**src/dtt_pkg.sv**
```systemverilog
`timescale 1ns / 1ps
// ----------------------------------------------------------------------------
// dtt_pkg: shared types, constants and byte classification
// Character constants, scanner states, token classes and the entry format
// carried between the scanner front end and the result sequencer.
// ----------------------------------------------------------------------------
package dtt_pkg;

	localparam logic [7:0] CH_UP_A    = 8'h41;
	localparam logic [7:0] CH_UP_Z    = 8'h5A;
	localparam logic [7:0] CH_LO_A    = 8'h61;
	localparam logic [7:0] CH_LO_Z    = 8'h7A;
	localparam logic [7:0] CH_BANG    = 8'h21;
	localparam logic [7:0] CH_SLASH   = 8'h2F;
	localparam logic [7:0] CH_COLON   = 8'h3A;
	localparam logic [7:0] CH_AT      = 8'h40;
	localparam logic [7:0] CH_LBRACK  = 8'h5B;
	localparam logic [7:0] CH_BTICK   = 8'h60;
	localparam logic [7:0] CH_LBRACE  = 8'h7B;
	localparam logic [7:0] CH_TILDE   = 8'h7E;
	localparam logic [7:0] CH_ZERO    = 8'h30;
	localparam logic [7:0] CH_NINE    = 8'h39;
	localparam logic [7:0] CH_DOT     = 8'h2E;
	localparam logic [7:0] CH_SPACE   = 8'h20;
	localparam logic [7:0] CH_TAB     = 8'h09;
	localparam logic [7:0] CH_CR      = 8'h0D;

	localparam int QDEPTH = 4;
	localparam int QPTR_W = $clog2(QDEPTH);

	typedef enum logic [1:0] {
		CLS_LETTER = 2'd0,
		CLS_NUMBER = 2'd1,
		CLS_PUNCT  = 2'd2,
		CLS_SPACE  = 2'd3
	} tok_class_t;

	typedef enum logic [2:0] {
		KIND_LETTER,
		KIND_DIGIT,
		KIND_PUNCT,
		KIND_SPACE,
		KIND_OTHER
	} byte_kind_t;

	typedef enum logic [2:0] {
		ST_START    = 3'd0,
		ST_LETTERS  = 3'd1,
		ST_PUNCT    = 3'd2,
		ST_SPACE    = 3'd3,
		ST_INT      = 3'd4,
		ST_HELD_DOT = 3'd5,
		ST_FRAC     = 3'd6
	} scan_state_t;

	typedef struct packed {
		logic [7:0] chr;
		tok_class_t cls;
		logic       start;
	} result_t;

	// One queue entry holds every result caused by one input byte.
	typedef struct packed {
		result_t r0;
		result_t r1;
		logic    two;
	} entry_t;

	function automatic byte_kind_t byte_kind(input logic [7:0] c);
		byte_kind_t k;
		if ((c >= CH_UP_A && c <= CH_UP_Z) || (c >= CH_LO_A && c <= CH_LO_Z)) begin
			k = KIND_LETTER;
		end else if (c >= CH_ZERO && c <= CH_NINE) begin
			k = KIND_DIGIT;
		end else if ((c >= CH_BANG && c <= CH_SLASH) || (c >= CH_COLON && c <= CH_AT) ||
			(c >= CH_LBRACK && c <= CH_BTICK) || (c >= CH_LBRACE && c <= CH_TILDE)) begin
			k = KIND_PUNCT;
		end else if (c == CH_SPACE || (c >= CH_TAB && c <= CH_CR)) begin
			k = KIND_SPACE;
		end else begin
			k = KIND_OTHER;
		end
		return k;
	endfunction

	function automatic tok_class_t class_of(input scan_state_t st);
		tok_class_t cls;
		unique case (st)
			ST_LETTERS: cls = CLS_LETTER;
			ST_PUNCT:   cls = CLS_PUNCT;
			ST_SPACE:   cls = CLS_SPACE;
			default:    cls = CLS_NUMBER;
		endcase
		return cls;
	endfunction

	// State entered when a byte opens a new token.
	function automatic scan_state_t fresh_state(input byte_kind_t k);
		scan_state_t st;
		unique case (k)
			KIND_LETTER: st = ST_LETTERS;
			KIND_DIGIT:  st = ST_INT;
			KIND_PUNCT:  st = ST_PUNCT;
			KIND_SPACE:  st = ST_SPACE;
			default:     st = ST_START;
		endcase
		return st;
	endfunction

	// True when the byte extends the token that is open in state st.
	function automatic logic continues(input scan_state_t st, input byte_kind_t k,
		input logic is_dot);
		logic cont;
		unique case (st)
			ST_LETTERS: cont = (k == KIND_LETTER);
			ST_PUNCT:   cont = (k == KIND_PUNCT);
			ST_SPACE:   cont = (k == KIND_SPACE);
			ST_INT:     cont = (k == KIND_DIGIT) || is_dot;
			ST_FRAC:    cont = (k == KIND_DIGIT);
			default:    cont = 1'b0;
		endcase
		return cont;
	endfunction

endpackage

```
**src/dtt_front.sv**
```systemverilog
`timescale 1ns / 1ps
// ----------------------------------------------------------------------------
// dtt_front: scanner state machine
// Classifies each transferred byte, advances the longest-match state and
// builds one queue entry with every result that the byte causes.
// ----------------------------------------------------------------------------
module dtt_front (
	input  logic            clk,
	input  logic            arst_n,
	input  logic            take,
	input  logic [7:0]      ch,
	input  logic            end_of_text,
	output logic            wr_en,
	output dtt_pkg::entry_t wr_entry
);

	dtt_pkg::scan_state_t state_q;
	dtt_pkg::scan_state_t state_d;
	dtt_pkg::scan_state_t eff_st;
	dtt_pkg::scan_state_t scan_nx;
	dtt_pkg::byte_kind_t  kind;
	logic                 is_dot;
	logic                 is_digit;
	logic                 held;
	logic                 cont;
	logic                 emit_pre;
	logic                 emit_c;
	logic                 emit_post;
	dtt_pkg::result_t     pre_res;
	dtt_pkg::result_t     c_res;
	dtt_pkg::result_t     post_res;

	assign kind     = dtt_pkg::byte_kind(ch);
	assign is_dot   = (ch == dtt_pkg::CH_DOT);
	assign is_digit = (kind == dtt_pkg::KIND_DIGIT);
	assign held     = (state_q == dtt_pkg::ST_HELD_DOT);

	// A held dot either joins the number as a fraction or is released as
	// punctuation, after which the byte is scanned as if punctuation were open.
	assign eff_st  = held ? (is_digit ? dtt_pkg::ST_FRAC : dtt_pkg::ST_PUNCT) : state_q;
	assign cont    = dtt_pkg::continues(eff_st, kind, is_dot);
	assign scan_nx = cont ? ((eff_st == dtt_pkg::ST_INT && !is_digit) ?
		dtt_pkg::ST_HELD_DOT : eff_st) : dtt_pkg::fresh_state(kind);

	// Next state.
	always_comb begin
		state_d = state_q;
		if (take) begin
			state_d = end_of_text ? dtt_pkg::ST_START : scan_nx;
		end
	end

	// Entry contents.
	always_comb begin
		emit_pre      = held;
		pre_res.chr   = dtt_pkg::CH_DOT;
		pre_res.cls   = is_digit ? dtt_pkg::CLS_NUMBER : dtt_pkg::CLS_PUNCT;
		pre_res.start = !is_digit;

		emit_c      = cont ? (scan_nx != dtt_pkg::ST_HELD_DOT) : (kind != dtt_pkg::KIND_OTHER);
		c_res.chr   = ch;
		c_res.cls   = dtt_pkg::class_of(scan_nx);
		c_res.start = !cont;

		emit_post      = end_of_text && (scan_nx == dtt_pkg::ST_HELD_DOT);
		post_res.chr   = dtt_pkg::CH_DOT;
		post_res.cls   = dtt_pkg::CLS_PUNCT;
		post_res.start = 1'b1;

		wr_en          = take && (emit_pre || emit_c || emit_post);
		wr_entry.two   = emit_pre && emit_c;
		wr_entry.r1    = c_res;
		if (emit_pre) begin
			wr_entry.r0 = pre_res;
		end else if (emit_c) begin
			wr_entry.r0 = c_res;
		end else begin
			wr_entry.r0 = post_res;
		end
	end

	always_ff @(posedge clk or negedge arst_n) begin
		if (!arst_n) begin
			state_q <= dtt_pkg::ST_START;
		end else begin
			state_q <= state_d;
		end
	end

	a_eot_closes: assert property (@(posedge clk) disable iff (!arst_n)
		take && end_of_text |=> state_q == dtt_pkg::ST_START)
		else $error("token still open after end of text");

	a_two_from_held: assert property (@(posedge clk) disable iff (!arst_n)
		wr_en && wr_entry.two |-> held && is_digit == (wr_entry.r0.cls == dtt_pkg::CLS_NUMBER))
		else $error("two results without a held dot");

endmodule

```
**src/dtt_queue.sv**
```systemverilog
`timescale 1ns / 1ps
// ----------------------------------------------------------------------------
// dtt_queue: entry queue between scanner and result sequencer
// A short first-in first-out store of entries so that either side can stall.
// ----------------------------------------------------------------------------
module dtt_queue (
	input  logic            clk,
	input  logic            arst_n,
	input  logic            wr_en,
	input  dtt_pkg::entry_t wr_entry,
	input  logic            rd_en,
	output dtt_pkg::entry_t head,
	output logic            q_empty,
	output logic            q_full
);

	dtt_pkg::entry_t             slots_q [dtt_pkg::QDEPTH];
	logic [dtt_pkg::QPTR_W-1:0]  wr_ptr_q;
	logic [dtt_pkg::QPTR_W-1:0]  rd_ptr_q;
	logic [dtt_pkg::QPTR_W:0]    count_q;

	assign head    = slots_q[rd_ptr_q];
	assign q_empty = (count_q == '0);
	assign q_full  = (count_q == (dtt_pkg::QPTR_W+1)'(dtt_pkg::QDEPTH));

	always_ff @(posedge clk) begin
		if (wr_en) begin
			slots_q[wr_ptr_q] <= wr_entry;
		end
	end

	// Pointers wrap naturally because the depth is a power of two.
	always_ff @(posedge clk or negedge arst_n) begin
		if (!arst_n) begin
			wr_ptr_q <= '0;
			rd_ptr_q <= '0;
			count_q  <= '0;
		end else begin
			if (wr_en) begin
				wr_ptr_q <= wr_ptr_q + 1'b1;
			end
			if (rd_en) begin
				rd_ptr_q <= rd_ptr_q + 1'b1;
			end
			unique case ({wr_en, rd_en})
				2'b10:   count_q <= count_q + 1'b1;
				2'b01:   count_q <= count_q - 1'b1;
				default: count_q <= count_q;
			endcase
		end
	end

	a_no_overflow: assert property (@(posedge clk) disable iff (!arst_n)
		!(wr_en && q_full && !rd_en) && !(rd_en && q_empty))
		else $error("queue written while full or read while empty");

endmodule

```
**src/dtt_back.sv**
```systemverilog
`timescale 1ns / 1ps
// ----------------------------------------------------------------------------
// dtt_back: result sequencer
// Presents the results of the head entry one per transfer and releases the
// entry after its final result.
// ----------------------------------------------------------------------------
module dtt_back (
	input  logic             clk,
	input  logic             arst_n,
	input  dtt_pkg::entry_t  head,
	input  logic             q_empty,
	input  logic             pop,
	output logic             rd_en,
	output dtt_pkg::result_t res,
	output logic             res_last
);

	logic idx_q;
	logic xfer;

	assign xfer     = pop && !q_empty;
	assign res      = idx_q ? head.r1 : head.r0;
	assign res_last = idx_q || !head.two;
	assign rd_en    = xfer && res_last;

	always_ff @(posedge clk or negedge arst_n) begin
		if (!arst_n) begin
			idx_q <= 1'b0;
		end else if (xfer) begin
			idx_q <= !res_last;
		end
	end

	a_second_valid: assert property (@(posedge clk) disable iff (!arst_n)
		idx_q |-> !q_empty && head.two)
		else $error("second result selected without a two-result entry");

	a_second_follows: assert property (@(posedge clk) disable iff (!arst_n)
		xfer && !res_last |=> idx_q && $stable(head))
		else $error("head entry changed before its second result");

endmodule

```
**src/dfa_text_tokenizer.sv**
```systemverilog
`timescale 1ns / 1ps
// ----------------------------------------------------------------------------
// dfa_text_tokenizer: streaming longest-match text lexer
// Splits a byte stream into letter, number, punctuation and whitespace
// tokens and emits each kept byte with its class and a token-start flag.
// ----------------------------------------------------------------------------
// The block takes one byte per clock whenever full is low and delivers one
// result per clock while pop is high and empty is low. The scanner handles
// each byte in the cycle of its transfer and places all of its results, at
// most two, in a four-entry queue; the entry is registered at the transfer
// and its results reach the output once it is at the head. A byte that
// causes two results (a held '.' released together with the next byte)
// needs two result transfers, so the output side sets the sustained rate
// when such bytes are frequent; bytes that cause no result never enter the
// queue. The final result of every byte that causes a result carries last.
module dfa_text_tokenizer (
	input  logic       clk,
	input  logic       arst_n,
	input  logic       push,
	output logic       full,
	input  logic [7:0] ch,
	input  logic       end_of_text,
	output logic       empty,
	input  logic       pop,
	output logic [7:0] out_char,
	output logic [1:0] token_class,
	output logic       token_start,
	output logic       last
);

	logic             take;
	logic             wr_en;
	logic             rd_en;
	dtt_pkg::entry_t  wr_entry;
	dtt_pkg::entry_t  head;
	dtt_pkg::result_t res;

	assign take = push && !full;

	dtt_front u_front (
		.clk        (clk),
		.arst_n     (arst_n),
		.take       (take),
		.ch         (ch),
		.end_of_text(end_of_text),
		.wr_en      (wr_en),
		.wr_entry   (wr_entry)
	);

	dtt_queue u_queue (
		.clk     (clk),
		.arst_n  (arst_n),
		.wr_en   (wr_en),
		.wr_entry(wr_entry),
		.rd_en   (rd_en),
		.head    (head),
		.q_empty (empty),
		.q_full  (full)
	);

	dtt_back u_back (
		.clk     (clk),
		.arst_n  (arst_n),
		.head    (head),
		.q_empty (empty),
		.pop     (pop),
		.rd_en   (rd_en),
		.res     (res),
		.res_last(last)
	);

	assign out_char    = res.chr;
	assign token_class = res.cls;
	assign token_start = res.start;

endmodule

```
**config.mk**
```make
export PLATFORM = sky130hd
export DESIGN_NAME = dfa_text_tokenizer
export DESIGN_NICKNAME = d
export VERILOG_FILES = /design/src/dtt_pkg.sv /design/src/dtt_front.sv /design/src/dtt_queue.sv /design/src/dtt_back.sv /design/src/dfa_text_tokenizer.sv
export SDC_FILE = /design/constraint.sdc
export NUM_CORES = 1
export LEC_CHECK = 0
export BUFFER_PORTS_ARGS = -buffer_cell sky130_fd_sc_hd__buf_2
export CORE_MARGIN = 2
export CORE_UTILIZATION = 35
export CTS_CLUSTER_SIZE = 10
export DETAILED_ROUTE_END_ITERATION = 10
export GPL_TIMING_DRIVEN = 0
export HOLD_SLACK_MARGIN = 0.08
export SLEW_MARGIN = 20
export SYNTH_ARGS = -nofsm -noshare
export SYNTH_HDL_FRONTEND = slang
export SYNTH_SLANG_ARGS = --single-unit
```
**constraint.sdc**
```tcl
create_clock -name clk -period 8.08 [get_ports clk]
set_input_delay 0.808 -clock clk [delete_from_list [all_inputs] [get_ports clk]]
set_output_delay 0.808 -clock clk [all_outputs]
set_load 0.05 [all_outputs]
```
* Word-level counts from Yosys, hierarchy flattened
Memory sizes are Yosys's and may differ from the RTL's.
Index checks and enable logic that the tools add are counted.
** Word-level totals
- Flip-flop bits (word level) :: 11
- RAM bits :: 92
- Bits of input ports :: 13
- Output and inout port bits :: 14
- Logic and storage cells :: 99
- Memories kept :: 1
** Memory list
- u_queue.slots_q :: depth 4, bits a word 23, read ports 1, clocked after memory_dff 0, wr ports 1, line dtt_queue.sv:17 : dtt_pkg::entry_t slots_q [dtt_pkg::QDEPTH];
** Cells by class
- $add $sub $neg :: 4
- $lt $le $gt $ge :: 16
- Equality and inequality tests :: 20
- Mux-type cells :: 20
- Reduce and logical (&&, ||, !) cells :: 33
** Operators by type and width (number)
- 8-bit by 7-bit less-or-equal comparator with 1-bit output (second input constant) :: 5
- 11-bit 2-to-1 mux :: 3
- 8-bit by 7-bit greater-or-equal comparator with 1-bit output (second input constant) :: 4
- 3-bit 2-to-1 mux :: 9
- 8-bit by 6-bit greater-or-equal comparator with 1-bit output (second input constant) :: 3
- 3-bit by 2-bit equality test with 1-bit output (second input constant) :: 6
- 8-bit by 6-bit equality test with 1-bit output (second input constant) :: 2
- 8-bit by 6-bit less-or-equal comparator with 1-bit output (second input constant) :: 2
- 3-bit equality test (second input constant) :: 5
- 1-bit logical AND :: 15
- 3-bit one-hot mux with 4 select lines :: 1
- 3-bit by 1-bit equality test with 1-bit output (second input constant) :: 3
- 1-bit logical OR :: 9
- 8-bit by 4-bit greater-or-equal comparator with 1-bit output (second input constant) :: 1
- 8-bit by 4-bit less-or-equal comparator with 1-bit output (second input constant) :: 1
- 1-bit zero test :: 6
- 3-bit zero test :: 2
- 3-bit inequality test (second input constant) :: 2
- 2-bit one-hot mux with 3 select lines :: 1
- 3-bit one-hot mux with 2 select lines :: 1
- 1-bit one-hot mux with 5 select lines :: 1
- 2-bit by 1-bit adder with 2-bit output (second input constant) :: 2
- 3-bit by 1-bit adder with 3-bit output (second input constant) :: 1
- 1-bit 2-to-1 mux :: 3
- 5 further kinds :: 5

* Depth between registers and ports, before layout
Gate-level depths: netlist (run 1).
- Depth after elaboration :: 22
- Depth in mapped cells :: 14

* Hierarchy
Synthesis (run 1) repeated with hierarchy kept, for this count alone.
** Second synthesis, totals
- Cell total of the unflattened synthesis :: 270
- Area total of the unflattened synthesis :: 4687.0 sq um
** Modules (own cells, without submodules)
- dtt_queue :: instances 1, cells each 158, area each 3759.9 sq um
- dtt_front :: instances 1, cells each 93, area each 686.9 sq um
- dtt_back :: instances 1, cells each 18, area each 226.5 sq um
- dfa_text_tokenizer :: instances 1, cells each 1, area each 13.8 sq um

* Worst setup path after synthesis (run 1)
Ideal clock, no wire load.
- Kind :: input-to-reg
- Start point :: input port ch[3]
- End point :: memory u_queue.slots_q[0][0] (netlist bit), enable pin
- Setup time :: 0.406 ns
- Arrival time :: 3.338 ns
- Required time :: 7.674 ns
- Slack :: 4.337 ns
- Stages :: 7
- Path buffers :: 0
- Cells stage by stage :: or4_1 a21oi_1 o211ai_2 a41o_2 a21oi_1 a21oi_4 nor2b_1
** On the way
- Word-level cells in the longest chain between the ends :: 22
- Elaborated cells on any way between the ends :: 63
- Classes of those cells :: order compare (16); eq/ne (13); mux (13); reduce/logical (21)
** Ends and longest elaborated chain
- start: declaration :: line dfa_text_tokenizer.sv:21 : input logic [7:0] ch,
- branches (longest 18 deep; another with 8-bit by 6-bit greater-or-equal comparator with 1-bit output)
- 1-bit logical OR * :: line dtt_front.sv:70 : wr_en = take && (emit_pre || emit_c || emit_post);
- 1-bit logical AND * :: line dtt_front.sv:70
- 1-bit 2-to-1 mux * :: line dtt_queue.sv:27 : if (wr_en) begin
- 1-bit 2-to-1 mux (implied by the code) * :: line dtt_queue.sv:28 : slots_q[wr_ptr_q] <= wr_entry;
- end: declaration :: line dtt_queue.sv:17
Mark *: on every way between the ends.

* Worst setup path after layout (run 1)
- Start point :: register u_queue.rd_ptr_q[0] (netlist bit)
- End point :: output port out_char[2]
** On the way
- Word-level cells in the longest chain between the ends :: 2
** Ends and longest elaborated chain
- start: declaration :: line dtt_queue.sv:19 : logic [dtt_pkg::QPTR_W-1:0] rd_ptr_q;
- start signal: assignment :: line dtt_queue.sv:43 : rd_ptr_q <= rd_ptr_q + 1'b1;
- memory read 4 x 23 bit
- 11-bit 2-to-1 mux :: line dtt_back.sv:22 : assign res = idx_q ? head.r1 : head.r0;
- end: declaration :: line dfa_text_tokenizer.sv:25 : output logic [7:0] out_char,
No other way between the ends.

==> results of run 1 <==
-- flip-flops by register name, summed over array words and instances (netlist names) --
register / flops
u_queue.rd_ptr_q: 2
u_queue.slots_q: 92
u_queue.count_q: 3
u_back.idx_q: 1
u_queue.wr_ptr_q: 2
u_front.state_q: 3
-- path summary, 6_finish.rpt --
path,start,to,slack [ns],cells past startpoint
min in group clk,u_queue.count_q[2],u_queue.count_q[2],0.50,1
worst max-delay path,u_queue.rd_ptr_q[0],out_char[2],4.43,6
max in group asynchronous,arst_n,u_queue.rd_ptr_q[1],7.52,1
worst min register to register,u_queue.count_q[2],u_queue.count_q[2],0.50,1
worst min-delay path,arst_n,u_queue.wr_ptr_q[1],0.34,1
worst max register to register,u_front.state_q[2],u_queue.count_q[2],5.10,13
-- final cells by class --
cell class | instances | area (um^2)
timing repair buffer | 28 | 177.7
buffer | 14 | 61.31
clock buffer | 11 | 232.7
multi-input combinational | 173 | 1486
sequential | 103 | 3038
tap | 172 | 215.2
fill | 1209 | 7420
inverter | 9 | 33.78
clock inverter | 5 | 57.56
-- where the power goes --
group          switching [mW]  internal (mW)  total, mW
clock network           0.183          0.241      0.423
registers              0.0266          0.653      0.680
logic                   0.461          0.246      0.707
total                   0.670           1.14       1.81
-- kinds of logic after synthesis --
family	share of synthesized area (%)
buffers and inverters	2.071
other	0.08169
muxes	12.81
xor gates and xnor gates	1.145
and+or+nand+nor	10.41
adders and majority gates	1.799
DFF	66.18
AOI/OAI and AO/OA	5.506
-- layout by cell type, fill, tap and decap left out, types with 2 or more instances in the layout --
master,n
buf_2,27
o21ai_0,5
and2b_2,2
nor3_1,2
edfxtp_1,92
a31oi_1,3
inv_1,9
nor4b_1,3
xnor2_1,3
and3_1,4
or3_1,4
dfrtp_1,11
nand3_1,3
mux2i_1,4
clkbuf_1,11
clkinvlp_4,2
nor2b_4,2
nand2b_1,3
a22oi_1,2
mux2_4,2
nor2_1,12
ha_1,5
buf_1,3
a21oi_1,8
mux4_2,23
conb_1,4
clkbuf_16,9
xor2_1,3
and2_1,3
nand2_1,48
-- synthesized netlist by cell type, drive strengths merged, types with 3 or more instances --
| cell | instances | share of area, % |
|---|---|---|
| and2 | 3 | 0.41 |
| o21ai | 5 | 0.55 |
| clkbuf | 9 | 0.74 |
| ha | 5 | 1.4 |
| inv | 9 | 0.74 |
| mux4 | 23 | 11 |
| and3 | 4 | 0.55 |
| edfxtp | 92 | 60 |
| buf | 5 | 0.60 |
| nand2b | 3 | 0.41 |
| a21oi | 9 | 1.2 |
| nand2 | 48 | 3.9 |
| xnor2 | 3 | 0.57 |
| nand3 | 3 | 0.33 |
| nor2b | 3 | 0.41 |
| dfrtp | 11 | 6.0 |
| xor2 | 3 | 0.57 |
| a31oi | 3 | 0.41 |
| nor4b | 3 | 0.57 |
| mux2i | 4 | 0.87 |
| or3 | 4 | 0.55 |
| nor2 | 13 | 1.1 |
-- layer usage --
metal	vias up	wire length (um)
met5	-	0
met4	0	56
met3	2	416
met2	63	4558
met1	1335	4179
li1	1209	-
==> metrics.txt, run 1 <==
status complete, no violations; Post-synth top flop edfxtp_1; WL/cell 17.88 um; Clock Pin Slew Worst Setup and Hold Paths approximately 0.070 ns; vias 2609; arrival time at the worst endpoint 2.84 ns; DR vias/cell 5.066; Final GP Congestion around 0.87; post-CTS resize count 0; CP cell instances clkbuf_1 > buf_1 > mux4_2 > nand2_1 > nand2_1 > buf_2; Num CTS Buffers 9; met2 GRT Util 22.70%; pwr dens 341.4 nW/um^2; non-filler cells, final slightly above 500; LEAKAGE 1.867 nW; TritonCTS clock tree done; max-cap viol count 0; Initial Util a little over a third; post-place instance area roughly 5000 um^2; area added between synthesis and finish 15.51%; most frequent CP cell nand2_1; Setup CP Type reg -> out; total grt overflow 0; TritonRoute pass-1 iters 5; Mapped Cells between 200 and 300; Netlist cell types 53; VDD IR max roughly 0.18 mV; unrepaired setup endpoints after global routing false; fin util 41.68%; TritonCTS sink count 103; Hold-fix buffers, CTS 0; EDFF count, synth 92; Clock Path Buffers 2; first-pass GRT wire length 14.58 mm; Synth Area per Inst 15.51 um^2; worst path bufs/invs 3; pre-CTS setup slack 4.138 ns; Crit path max-delay family buffers and inverters; Slew Limit Fails 0; Worst setup EP type output port; die width 118.5 um; Synth async-reset ratio about a tenth; M3 GR Usage 2.847%; M1 GR Usage approximately a fifth; Top Ports 27; setup tns final 0 ns; max_slew headroom 37.21%; critical path required time 7.27 ns; Crit Path Max Fanout 10; final instance area 5303 um^2; Die Ht about 120 um; Final Skew 0.008089 ns; core area 12720 um^2; Mapped Area 4591 um^2; # H-tree levels 3; number of global-route vias before repair 2644; synth warn 0; nets 357; DRC 0; num rows 41; Clk Latency, worst-skew pair approximately 0.33 ns; DP HPWL about 6 mm; Slowest-stage cell, CP buf_1; DRT Wirelength between 9 and 10 mm; DRT iter0 DRCs 186; # Post-CTS Setup Buffers 0; Hold Path Class in -> async; final hold vios 0; total track usage 13.80%; Fmax achieved 273.9 MHz; minimum clock period 3.651 ns; CTS root buffer clkbuf_16; GR peak layer met2; DP Cell Count 499; Final Power 1.810 mW; layout cells sized above 1 23.62%; Post-DRT Antenna Nets 0; Worst Setup Start Kind flip-flop; worst hold margin 0.3438 ns; # diodes 0; PortBufs 26; Yosys reg bits 103; # setup viols final 0; register area share after synthesis between 60% and 70%; worst setup slack after layout ~4.4 ns; largest net degree at the start of global routing 24; initial antenna violation count 0; final worst-path cycle share between 40% and 50%; Worst Tran Pin Value 0.9418 ns; crit-path max cell delay 0.76 ns; Die Area 14050 um^2
No activity file was read; power rests on OpenSTA's default activity.
==> run 2: changes to the inputs <==
==> constraint.sdc (replaced) <==
create_clock -name clk -period 3 [get_ports clk]
set_input_delay 0.3 -clock clk [delete_from_list [all_inputs] [get_ports clk]]
set_output_delay 0.3 -clock clk [all_outputs]
set_load 0.05 [all_outputs]
==> run 2 against run 1 <==
Global-route usage up 0.062 points. Clock skew down 0.00069 ns. Via count down 0.27%. Largest cell class unchanged. First-iteration DRC count down 15%.
==> metrics.txt, run 2 (same netlist as run 1, synthesis figures left out) <==
first-pass GRT wire length 14.68 mm (+0.71%); # H-tree levels 3 (unchanged); number of global-route vias before repair 2667 (+0.87%); Crit path max-delay family compound AO/OA/AOI/OAI gates; Slowest-stage cell, CP or4_4; Worst Setup Start Kind input port; TritonCTS sink count 103 (unchanged); largest net degree at the start of global routing 24 (unchanged); DRT Wirelength 9.188 mm (-0.23%); Die Ht 118.5 um (unchanged); r2r startpoint u_front.state_q[2]; initial antenna violation count 0 (unchanged); Num CTS Buffers 9 (unchanged); unrepaired setup endpoints after global routing true; minimum clock period 2.881 ns; biggest regs u_queue.slots_q (92), u_front.state_q (3), u_queue.count_q (3); setup tns final 0 ns (unchanged); PortBufs 26 (unchanged); layout cells sized above 1 25.65% (+2.0 points); total track usage 13.86% (+0.062 points); Setup CP Type in -> reg; Initial Util 36.08% (unchanged); Clock Path Buffers 2 (unchanged); CP cell instances buf_2 > buf_6 > or4_4 > o221ai_2 > o31ai_1 > o31a_4 > a21oi_4 > ha_1 > inv_1 > fa_1 > xor2_1 > nor2_1 > xor2_1; CTS root buffer clkbuf_16; Final Skew 0.007395 ns (-0.0006946 ns); DRT iter0 DRCs 159 (-15%); Worst setup EP type flip-flop; crit-path max cell delay 0.52 ns (-0.24 ns); pwr dens 911.4 nW/um^2 (+170%); status complete, no violations; max-cap viol count 0 (unchanged); Clk Latency, worst-skew pair 0.33 ns (about the same); R2R depth 13 (unchanged); Worst Tran Pin Value 0.8814 ns (-0.06042 ns); max FFs per register 92 (unchanged); Crit path depth 13 (+7); non-filler cells, final 519 (+0.78%); critical path required time 3.26 ns (-4.01 ns); commonest cells after routing, fill and taps aside edfxtp_1 (92), nand2_1 (48), buf_2 (28), mux4_2 (23), nor2_1 (12); Hold Path Class in -> reg; # diodes 0 (unchanged); most frequent CP cell xor2_1; DR vias/cell 5.013 (-1.0%); Die Area 14050 um^2 (unchanged); max_slew headroom 41.24% (+4.0 points); Clock Pin Slew Worst Setup and Hold Paths 0.07 ns (about the same); VDD IR max 0.4960 mV (+170%); crit path launch ch[2]; vias 2602 (-0.27%); final hold vios 0 (unchanged); commonest non-fill, non-tap cell in the layout edfxtp_1; DP Cell Count 499 (unchanged); num rows 41 (unchanged); LEAKAGE 1.892 nW (+1.3%); post-place instance area 5012 um^2 (unchanged); Post-DRT Antenna Nets 0 (unchanged); DRC 0 (unchanged); pre-CTS setup slack -0.4344 ns (-4.572 ns); Final GP Congestion 0.8722 (unchanged); area added between synthesis and finish 16.98%; # setup viols final 0 (unchanged); Hold Crit Start ch[2]; total grt overflow 0 (unchanged); DP HPWL 5.955 mm (unchanged); Fmax achieved 347.2 MHz; Fill cells 1204 (-0.41%); final worst-path cycle share between 90% and 100%; final instance area 5370 um^2 (+1.3%); worst setup slack after layout 0.1195 ns (-4.309 ns); TritonRoute pass-1 iters 5 (unchanged); Slew Limit Fails 0 (unchanged); hold-critical path depth 1; most flop-heavy register u_queue.slots_q; TritonCTS clock tree done; WL/cell 17.70 um (-1.0%); Top Ports 27 (unchanged); Crit Path Max Fanout 10 (unchanged); core area 12720 um^2 (unchanged); arrival time at the worst endpoint 3.14 ns (+0.30 ns); worst path bufs/invs 3 (unchanged); worst hold margin 0.2191 ns (-0.1247 ns); die width 118.5 um (unchanged); nets 361 (+1.1%)
==> run 2: where the power goes <==
group / internal (mW) / total, mW / switching [mW]
Clock: 0.648 / 1.14 / 0.488
Sequential: 1.76 / 1.86 / 0.0978
Combinational: 0.683 / 1.90 / 1.22
==> run 2: metal layers <==
layer | up-vias | wire [um] | track usage [%]
li1 | 1217 | - | -
met3 | 2 | 449 | 2.847
met1 | 1319 | 4163 | 18.75
met5 | - | 0 | 0
met2 | 64 | 4519 | 22.92
met4 | 0 | 56 | 3.497
==> run 2: layout make-up <==
class                      count  area, um^2  area share (%)
multi-input combinational    173        1509           28.10
clock buffer                  11       232.7           4.334
buffer                        13       66.31           1.235
timing repair buffer          33       217.7           4.054
clock inverter                 5       57.56           1.072
tap                          172       215.2           4.007
sequential                   103        3038           56.57
inverter                       9       33.78          0.6291
==> run 2: path summary, 6_finish.rpt <==
kind,slack (ns),endpoint
worst max-delay path,0.12,u_queue.count_q[2]
worst min-delay path,0.22,u_queue.slots_q[0][6]
worst max register to register,0.19,u_queue.count_q[2]
worst min register to register,0.50,u_queue.count_q[2]
max in group asynchronous,2.41,u_queue.rd_ptr_q[1]
min in group asynchronous,0.37,u_queue.wr_ptr_q[1]
==> run 2: metrics by stage <==
step                utilization (%)  power [mW]
floorplan                         -       3.297
global placement              38.89       3.740
detailed placement            39.40       3.805
CTS                           42.14       4.955
global route                  42.21       5.149
finish                        42.21       4.894
==> run 2: timing repair <==
item | CTS | global route
setup buffers | 4 | 0
setup endpoints to repair | 12 | 57
hold buffers | 1 | 0
gates resized for setup | 7 | 4
hold endpoints to repair | 11 | 0
pin swaps | 1 | 0
==> run 3: changes to the inputs <==
--- a/config.mk
+++ b/config.mk
@@ -7,11 +7,12 @@
 export LEC_CHECK = 0
 export BUFFER_PORTS_ARGS = -buffer_cell sky130_fd_sc_hd__buf_2
 export CORE_MARGIN = 2
-export CORE_UTILIZATION = 35
+export CORE_UTILIZATION = 54
 export CTS_CLUSTER_SIZE = 10
 export DETAILED_ROUTE_END_ITERATION = 10
 export GPL_TIMING_DRIVEN = 0
 export HOLD_SLACK_MARGIN = 0.08
+export PLACE_DENSITY = 0.75
 export SLEW_MARGIN = 20
 export SYNTH_ARGS = -nofsm -noshare
 export SYNTH_HDL_FRONTEND = slang
==> run 3 against run 2 <==
Count of clock-buffer cells in the layout shrank 1. Register-to-register slack worse by 0.02 ns. Cell area down 3.4%. First-iteration DRC count up 13%. Global-route usage increased by 7.1 points. Clock skew grew 0.0027 ns. Final cell count shrank 13%. Wire length decreased by 1.9%. Setup slack better by 0.013 ns. Critical path depth rose by 1. Power is 5.9% lower. Combinational power is essentially flat. Critical endpoint unchanged. Largest cell class unchanged. Largest power group unchanged.
==> metrics.txt, run 3 (same netlist as run 1, synthesis figures left out) <==
DRT iter0 DRCs 180 (+13%); TritonCTS sink count 103 (unchanged); Worst setup EP type flip-flop; Die Area 9254 um^2 (-34%); GR peak layer met2; most frequent CP cell xor2_1; area added between synthesis and finish 13.06%; CP endpoint u_queue.count_q[2]; RR Endpoint u_queue.count_q[2]; register area 3038 um^2 (unchanged); # setup viols final 0 (unchanged); Clock Pin Slew Worst Setup and Hold Paths 0.09 ns (+0.02 ns); M1 GR Usage 29.56% (+11 points); pwr dens 887.7 nW/um^2 (-2.6%); worst path bufs/invs 3 (unchanged); Setup CP Type in -> reg; Clk Latency, worst-skew pair 0.37 ns (+0.04 ns); commonest non-fill, non-tap cell in the layout edfxtp_1; most flop-heavy register u_queue.slots_q; core area 8217 um^2 (-35%); Clock Path Buffers 2 (unchanged); biggest regs u_queue.slots_q (92), u_front.state_q (3), u_queue.count_q (3); DRT Wirelength 9.011 mm (-1.9%); WL/cell 20.02 um (+13%); r2r startpoint u_front.state_q[2]; DP HPWL 5.764 mm (-3.2%); max_slew headroom 51.25% (+10 points); setup slack, reg-to-reg 0.17 ns (-0.02 ns); Crit path depth 14 (+1); total grt overflow 0 (unchanged); largest net degree at the start of global routing 24 (unchanged); nets 359 (-0.55%); max FFs per register 92 (unchanged); post-place instance area 4898 um^2 (-2.3%); # diodes 0 (unchanged); first-pass GRT wire length 13.82 mm (-5.9%); Num CTS Buffers 9 (unchanged); Initial Util 55.87% (+20 points); num rows 33 (-20%); vias 2666 (+2.5%); TritonCTS clock tree done; Crit Path Max Fanout 10 (unchanged); minimum clock period 2.867 ns (-0.01324 ns); Die Ht 96.20 um (-19%); DRC 0 (unchanged); Post-DRT Antenna Nets 0 (unchanged); R2R depth 13 (unchanged); status complete, no violations; Worst Setup Start Kind input port; Crit path max-delay family compound AO/OA/AOI/OAI gates; pre-CTS setup slack -0.5776 ns (-0.1432 ns); commonest cells after routing, fill and taps aside edfxtp_1 (92), nand2_1 (48), buf_2 (27), mux4_2 (23), nor2_1 (12); Slowest-stage cell, CP or4_4; CTS root buffer clkbuf_8; VDD IR max 0.3383 mV (-32%); die width 96.20 um (-19%); Fmax achieved 348.8 MHz (+0.46%); DR vias/cell 5.924 (+18%); arrival time at the worst endpoint 3.16 ns (+0.02 ns); crit path launch ch[2]; PortBufs 26 (unchanged); LEAKAGE 1.842 nW (-2.7%); initial antenna violation count 0 (unchanged); crit-path max cell delay 0.53 ns (about the same); total track usage 20.94% (+7.1 points); final instance area 5190 um^2 (-3.4%); # H-tree levels 3 (unchanged); multi-input gate area in the final layout 1551 um^2 (+2.8%); Top Ports 27 (unchanged); Slew Limit Fails 0 (unchanged); max-cap viol count 0 (unchanged); layout cells sized above 1 25.80% (+0.15 points); final worst-path cycle share 95.58% (-0.44 points); met2 GRT Util 33.45% (+11 points); TritonRoute pass-1 iters 4 (-1); Final Skew 0.01013 ns (+0.002731 ns); Final GP Congestion 0.8595 (-1.5%); Worst Tran Pin Value 0.7313 ns (-0.1501 ns); CP cell instances buf_2 > buf_6 > or4_4 > a21o_1 > o211ai_4 > nor2_2 > o31a_4 > a21oi_4 > ha_4 > inv_1 > fa_1 > xor2_1 > nor2_1 > xor2_1; Fill cells 604 (-50%); worst setup slack after layout 0.1327 ns (+0.01324 ns); Hold Path Class in -> reg; final hold vios 0 (unchanged); critical path required time 3.30 ns (+0.04 ns); number of global-route vias before repair 2597 (-2.6%); M3 GR Usage 2.584% (-0.26 points)
==> run 3: cell types whose count changed in the layout (fill, tap and decap cells not counted), moves of 2 or more <==
cell / before / now
clkbuf_8: 0 / 9
clkinv_2: 0 / 2
buf_4: 4 / 2
clkbuf_16: 9 / 0
clkinvlp_4: 2 / 0
clkinv_4: 0 / 2
==> run 3: layout make-up <==
type	count	share of cell area [%]
sequential	103	58.53
multi-input combinational	174	29.89
timing repair buffer	30	3.375
tap	105	2.531
clock buffer	10	2.459
buffer	13	1.374
clock inverter	6	1.181
inverter	9	0.6509
==> run 3: power breakdown <==
group          leakage [nW]  total [mW]  switching, mW  internal, mW
clock                0.0976       0.840          0.457         0.383
combinational         0.785        1.91           1.22         0.694
sequential            0.960        1.85         0.0965          1.76
total                  1.84        4.61           1.77          2.83
==> run 3: how the worst min path moves through the flow <==
stage / endpoint / slack [ns] / startpoint / depth (start not counted)
finish: u_queue.slots_q[0][6] / 0.19 / ch[2] / 1
global route: u_queue.slots_q[1][6] / 0.19 / ch[2] / 1
CTS: u_queue.slots_q[1][6] / 0.18 / ch[2] / 1
detailed placement: u_back.idx_q / 0.20 / arst_n / 1
floorplan: u_back.idx_q / 0.004 / arst_n / 0
global placement: u_back.idx_q / 0.19 / arst_n / 1
==> run 3: what timing repair did <==
item	4_1_cts	5_1_grt
gates cloned	0	1
setup buffers	2	0
hold endpoints to repair	11	0
pin swaps	0	1
endpoints found under the setup margin	58	70
hold buffers	1	0
resized for setup	7	9
==> run 3: stage by stage <==
stage	std cells	util, %	setup TNS [ns]	hold slack [ns]	power (mW)
2_1_floorplan	299	-	-10.83	0.004409	3.297
3_3_place_gp	430	59.19	-84.36	0.1936	3.709
3_5_place_dp	431	59.62	-29.67	0.1982	3.773
4_1_cts	449	62.37	0	0.1780	4.609
5_1_grt	450	63.16	-0.009970	0.1906	4.850
6_report	450	63.16	0	0.1862	4.607
==> run 3: metal layers <==
layer,vias to the layer above,wire [um]
met3,10,418
li1,1214,-
met5,-,0
met1,1365,4011
met2,77,4453
met4,0,128
